### config.mk
export PLATFORM = sky130hd
export DESIGN_NAME = s2c_angle_map
export DESIGN_NICKNAME = d
export VERILOG_FILES = /design/src/sv/s2c_pkg.sv /design/src/sv/s2c_angle_map.sv
export SDC_FILE = /design/constraint.sdc
export NUM_CORES = 2
export LEC_CHECK = 0
export ABC_AREA = 0
export BUFFER_PORTS_ARGS = -buffer_cell sky130_fd_sc_hd__buf_2
export CORE_MARGIN = 5
export CORE_UTILIZATION = 40
export DETAILED_ROUTE_END_ITERATION = 8
export HOLD_SLACK_MARGIN = 0.06
export PLACE_DENSITY_LB_ADDON = 0.25
export SLEW_MARGIN = 20
export SYNTH_ARGS = -nofsm -noshare
export SYNTH_HDL_FRONTEND = slang
export SYNTH_SLANG_ARGS = --single-unit
### constraint.sdc
create_clock -name clk -period 24.1 [get_ports clk]
set_input_delay 2.41 -clock clk [delete_from_list [all_inputs] [get_ports clk]]
set_output_delay 2.41 -clock clk [all_outputs]
set_load 0.02 [all_outputs]
### src/sv/s2c_pkg.sv
// s2c_pkg: shared constants, types and helper functions for the spherical to
// cartesian converter; used by every module of the block, depends on nothing
`default_nettype none

package s2c_pkg;

  localparam int TRIG_STAGES_DEF = 20;

  localparam int RAD_W    = 30;   // sphere radius register
  localparam int ANG_W    = 25;   // angle as carried into the angle mapper
  localparam int LAT_W    = 24;
  localparam int HGT_W    = 31;
  localparam int MAG_W    = 23;   // |angle| after folding, at most 90 deg
  localparam int THETA_W  = 32;   // Q2.30 radians
  localparam int CORDIC_W = 34;
  localparam int R_W      = 32;   // radius plus height
  localparam int UNIT_W   = 32;   // clamped sine or cosine
  localparam int OUT_W    = 32;
  localparam int ANG_LAT  = 4;    // register stages in the angle mapper
  localparam int SCALE_LAT = 5;   // register stages in the scaler

  localparam logic [RAD_W-1:0] RADIUS_RESET = 30'd419436954;

  localparam longint PI4_Q30  = 843314857;
  localparam longint DEG45    = 2949120;
  localparam longint GAIN_INV = 652032874;

  // floor(2^24 * pi/4 / 45 deg), reciprocal estimate for the radian conversion
  localparam logic [32:0] RECIP = 33'((64'(PI4_Q30) << 24) / 64'(DEG45));

  typedef struct packed {
    logic lon;
    logic lat;
  } fold_t;

  function automatic logic [31:0] atan_q30(input logic [4:0] idx);
    logic [31:0] v;
    case (idx)
      5'd0:  v = 32'd843314856;
      5'd1:  v = 32'd497837829;
      5'd2:  v = 32'd263043836;
      5'd3:  v = 32'd133525158;
      5'd4:  v = 32'd67021686;
      5'd5:  v = 32'd33543515;
      5'd6:  v = 32'd16775850;
      5'd7:  v = 32'd8388437;
      5'd8:  v = 32'd4194282;
      5'd9:  v = 32'd2097149;
      5'd10: v = 32'd1048575;
      5'd11: v = 32'd524287;
      5'd12: v = 32'd262143;
      5'd13: v = 32'd131071;
      5'd14: v = 32'd65535;
      5'd15: v = 32'd32767;
      5'd16: v = 32'd16383;
      5'd17: v = 32'd8191;
      5'd18: v = 32'd4095;
      5'd19: v = 32'd2047;
      5'd20: v = 32'd1023;
      5'd21: v = 32'd511;
      5'd22: v = 32'd255;
      5'd23: v = 32'd127;
      5'd24: v = 32'd63;
      5'd25: v = 32'd31;
      5'd26: v = 32'd15;
      5'd27: v = 32'd7;
      5'd28: v = 32'd3;
      5'd29: v = 32'd1;
      default: v = 32'd0;
    endcase
    return v;
  endfunction

  // clamp to [-2^30, 2^30]
  function automatic logic signed [UNIT_W-1:0] clamp_unit(
      input logic signed [CORDIC_W-1:0] v);
    logic signed [UNIT_W-1:0] res;
    if (v > 34'sd1073741824) begin
      res = 32'sd1073741824;
    end else if (v < -34'sd1073741824) begin
      res = -32'sd1073741824;
    end else begin
      res = v[UNIT_W-1:0];
    end
    return res;
  endfunction

  function automatic logic signed [OUT_W-1:0] sat32(input logic signed [39:0] v);
    logic signed [OUT_W-1:0] res;
    if (v > 40'sd2147483647) begin
      res = 32'sh7fffffff;
    end else if (v < -40'sd2147483648) begin
      res = 32'sh80000000;
    end else begin
      res = v[OUT_W-1:0];
    end
    return res;
  endfunction

endpackage

`default_nettype wire

### src/sv/s2c_angle_map.sv
// s2c_angle_map: wraps and folds one angle, converts it to Q2.30 radians
// depends on s2c_pkg
`default_nettype none

module s2c_angle_map (
  input  wire logic                                  clk,
  input  wire logic                                  rst_n,
  input  wire logic                                  in_valid,
  input  wire logic signed [s2c_pkg::ANG_W-1:0]      in_angle,
  output logic                                       out_valid,
  output logic signed [s2c_pkg::THETA_W-1:0]         out_theta,
  output logic                                       out_neg
);

  localparam logic signed [25:0] D90  = 26'sd5898240;
  localparam logic signed [25:0] D180 = 26'sd11796480;
  localparam logic signed [25:0] D360 = 26'sd23592960;
  localparam logic [52:0] PI4 = 53'(s2c_pkg::PI4_Q30);
  localparam logic [53:0] DEG45_W = 54'(s2c_pkg::DEG45);
  localparam logic [53:0] HALF45  = 54'(s2c_pkg::DEG45 / 2);

  // stage 1: wrap and fold
  logic signed [25:0] a_wrap, a_fold, a_mag;
  logic               fold_nxt;
  logic               v1_r, sgn1_r, neg1_r;
  logic [s2c_pkg::MAG_W-1:0] mag1_r;

  always_comb begin
    a_wrap = 26'(in_angle);
    if (a_wrap > D180) begin
      a_wrap = a_wrap - D360;
    end
    if (a_wrap < -D180) begin
      a_wrap = a_wrap + D360;
    end
    fold_nxt = 1'b0;
    a_fold   = a_wrap;
    if (a_fold > D90) begin
      a_fold   = a_fold - D180;
      fold_nxt = 1'b1;
    end else if (a_fold < -D90) begin
      a_fold   = a_fold + D180;
      fold_nxt = 1'b1;
    end
    a_mag = a_fold[25] ? -a_fold : a_fold;
  end

  // stage 2: exact numerator and reciprocal estimate
  logic        v2_r, sgn2_r, neg2_r;
  logic [52:0] pn2_r;
  logic [55:0] pf2_r;

  // stage 3: quotient estimate and its multiple of 45
  logic [55:0] qsum;
  logic        v3_r, sgn3_r, neg3_r;
  logic [31:0] q3_r;
  logic [53:0] n3_r;
  logic [37:0] qm3_r;

  assign qsum = pf2_r + 56'd8388608;

  // stage 4: one-step correction, sign
  logic [53:0] diff;
  logic [31:0] q_fix;
  logic        v4_r, neg4_r;
  logic signed [s2c_pkg::THETA_W-1:0] theta4_r;

  always_comb begin
    diff  = n3_r - {qm3_r, 16'd0};
    q_fix = (diff >= DEG45_W) ? q3_r + 32'd1 : q3_r;
  end

  always_ff @(posedge clk) begin
    if (!rst_n) begin
      v1_r <= 1'b0;
      v2_r <= 1'b0;
      v3_r <= 1'b0;
      v4_r <= 1'b0;
    end else begin
      v1_r <= in_valid;
      v2_r <= v1_r;
      v3_r <= v2_r;
      v4_r <= v3_r;
    end
  end

  always_ff @(posedge clk) begin
    mag1_r   <= a_mag[s2c_pkg::MAG_W-1:0];
    sgn1_r   <= a_fold[25];
    neg1_r   <= fold_nxt;
    pn2_r    <= 53'(mag1_r) * PI4;
    pf2_r    <= 56'(mag1_r) * 56'(s2c_pkg::RECIP);
    sgn2_r   <= sgn1_r;
    neg2_r   <= neg1_r;
    q3_r     <= qsum[55:24];
    n3_r     <= 54'(pn2_r) + HALF45;
    qm3_r    <= 38'(qsum[55:24]) * 38'd45;
    sgn3_r   <= sgn2_r;
    neg3_r   <= neg2_r;
    theta4_r <= sgn3_r ? -$signed(q_fix) : $signed(q_fix);
    neg4_r   <= neg3_r;
  end

  assign out_valid = v4_r;
  assign out_theta = theta4_r;
  assign out_neg   = neg4_r;

endmodule

`default_nettype wire

==> results.ini <==
[outcome]
status = finished clean

[global_route]
grt_max_degree = 30
grt_pass1_wl_mm = 159.7
track_usage = 0.2118
grt-ovfl-total = 0
grt_antenna_before_repair = 2
grt_pass1_vias = 27520

[synthesis]
yosysWarningCount = 0
synth_area_leaders = fa_1, ha_1, dfxtp_1
synth_area_leader_cell = fa_1
synth-xor-area-share = 0.06320
avgSynthCellArea_um2 = 9.514
synth_compound_gate_area_share = 0.08785
ys_ff_latch = 243
netlist.area_leader.share = 0.3022
synthArstFlopShare = 0
synth_cell_type_count = 91
synthMuxAreaShare = 0.003920
synth-seq-area-share = 0.1325
synth_top_family_by_area = adder cells
syn_nets = 5049
synthAdderAreaFrac = 0.5098
syn-cell-area_um2 = 36700
synth_simple_gate_area_share = 0.1025
synth_top_flop_cell = dfxtp_1
synth_edf_count = 0
syn_inst = 3858

[cells_and_area]
n_fill_cell = 9016
drive_above_1_share = 0.04527
multi_input_area_um2 = 28170
register_area_um2 = 4865
syn_to_final_growth_pct = 7.414
final_cells = 5119
fin_util = 0.4314
nets = 5100

[timing]
setup_tns_ns = 0
rsz0062_at_grt = no
period_share = 0.3921
layout_min_cycle_time_ns = 9.451
setup_viol = 0
drv_slew = 0
timing.slew.headroom = 0.3522
worstMarginPinSlew_ns = 0.9704
hold_violations = 0
skew_ns = 0.02933
fmaxAchievable_mhz = 105.8

[detailed_routing]
vias_per_cell = 5.056
drt-initial-drc-count = 1353
wl_mm = 102.9
drc_errors = 0
drt_first_pass_iters = 7
num_vias = 25880
ant_nets = 0
wl_per_cell_um = 20.09

[worst_setup_path]
endpoint_kind = register
regToRegEndpoint = pf2_r[55]
r2r_start = mag1_r[15]
cp-start-kind = register
crit_path_top_delay_cell = a221oi_1
max_stage_delay_ns = 0.77
cp_max_fo = 11
worstPathRequired_ns = 24.63
critPathArrivalTime_ns = 9.98
crit_type = reg2reg
r2r_slack_ns = 14.65
reg2reg_depth = 30

[clocking]
cts_buffer_depth = 3
clk_pin_slew_ns = 0.06
numCtsBuffers = 30
clockRootBuffer = clkbuf_16
worstSkewPairLatency_ns = 0.63
ctsHoldBuffers = 0
cts.repair.resized = 0
cts.sinks = 243
post_cts_buffers = 0
htree_levels = 1
cts_tree = built

[floorplan]
core_area_um2 = 91390
die_w_um = 312.9
io_pins = 62
die_area_um2 = 97920
std_cell_rows = 111
fp.dieH_um = 312.9
initial_utilization = 0.4016

[min_path]
min_path_type = reg2reg
whs_path_depth = 0
hp-start = neg2_r
whs_endpoint = neg3_r

[job]
maxCapViolations = 0

[placed_design]
place_hpwl_mm = 90.73
port_buffers = 61
globalplace.congestion = 1.017
dp_cells = 5063

==> state kept, by name (all words and copies together) (netlist names), 23 cells and up <==
name,count
mag1_r,23
n3_r,38
out_theta,32
pf2_r,33
pn2_r,38
q3_r,30
qm3_r,38
==> worst max-delay path, delay by kind of cell, from the launching register on <==
family | cells | cell delay (ns)
flip-flops | 1 | 0.72
XOR/XNOR | 1 | 0.12
buffers and inverters | 6 | 0.76
AO/OA/AOI/OAI | 13 | 4.01
AND/OR/NAND/NOR | 2 | 0.21
adder cells (fa/ha/maj) | 8 | 3.55
==> layout make-up <==
class,instances,share of cell area
inverters,923,0.08788
clock buffers,36,0.01987
repair buffers,66,0.008696
multi-input cells,2645,0.7145
clock inverters,19,0.007934
flip-flops and latches,243,0.1234
diodes,1,0.00006347
well taps,1186,0.03764
==> synthesized netlist by cell type, drive strengths merged (65+ instances only) <==
| library cell | count |
|---|---|
| dfxtp | 243 |
| o21ai | 78 |
| fa | 554 |
| nand3 | 87 |
| xnor2 | 188 |
| nor3 | 65 |
| nand2 | 148 |
| ha | 609 |
| xor2 | 76 |
| inv | 923 |
| nor2 | 171 |
| a21oi | 120 |
==> metrics by stage <==
step	hold slack (ns)	instance area (um^2)	setup WS [ns]
final	0.3295	39430	14.65
after global routing	0.3413	39420	14.11
after CTS	0.3357	39420	14.69
after detailed placement	0.3179	38320	14.75
after global placement	0.3179	38320	14.93
after floorplan	0.3096	36700	16.54
==> layer usage <==
layer,up-vias,global-route usage,routed length [um]
met1,12550,0.2724,44040
met3,182,0.02949,5015
met4,2,0.08268,4903
met2,615,0.3626,48880
met5,-,0,18
li1,12540,-,-
==> worst max path at each step <==
stage,slack [ns],to,startpoint,cells after the start
2_1_floorplan,16.54,pn2_r[52],mag1_r[3],29
4_1_cts,14.69,pf2_r[55],mag1_r[15],30
3_5_place_dp,14.75,pf2_r[55],mag1_r[15],30
5_1_grt,14.11,pf2_r[55],mag1_r[15],30
6_report,14.65,pf2_r[55],mag1_r[15],30
3_3_place_gp,14.93,pf2_r[55],mag1_r[15],30
==> cells by family (layout without fill, tap and decap cells) <==
family | count (synthesis) | count (layout)
buffers and inverters | 970 | 1044
flip-flops | 243 | 243
AO/OA/AOI/OAI | 474 | 474
AND/OR/NAND/NOR | 730 | 730
XOR/XNOR | 264 | 264
other | 0 | 1
adder cells (fa/ha/maj) | 1163 | 1163
multiplexers | 14 | 14
==> cells in the final DEF (no fill, tap or decap), drive strengths merged, types with 9 or more instances in the layout <==
| cell type | instances |
|---|---|
| inv | 926 |
| ha | 609 |
| fa | 554 |
| dfxtp | 243 |
| xnor2 | 188 |
| nor2 | 171 |
| nand2 | 148 |
| a21oi | 120 |
| nand3 | 87 |
| o21ai | 78 |
| xor2 | 76 |
| buf | 66 |
| nor3 | 65 |
| a21o | 58 |
| nand4 | 43 |
| clkbuf | 36 |
| o21a | 33 |
| and3 | 32 |
| nor2b | 24 |
| nor4 | 24 |
| nand2b | 22 |
| or2 | 22 |
| and2 | 21 |
| o31ai | 21 |
| o21bai | 19 |
| a211oi | 18 |
| a31oi | 17 |
| or3 | 16 |
| o211ai | 15 |
| or4 | 14 |
| mux2i | 11 |
| a211o | 11 |
| nand3b | 9 |
| o41ai | 9 |
Power is left out: the tool's default activity adds up to more than one toggle a clock period on the data nets, which glitch-free logic cannot reach.
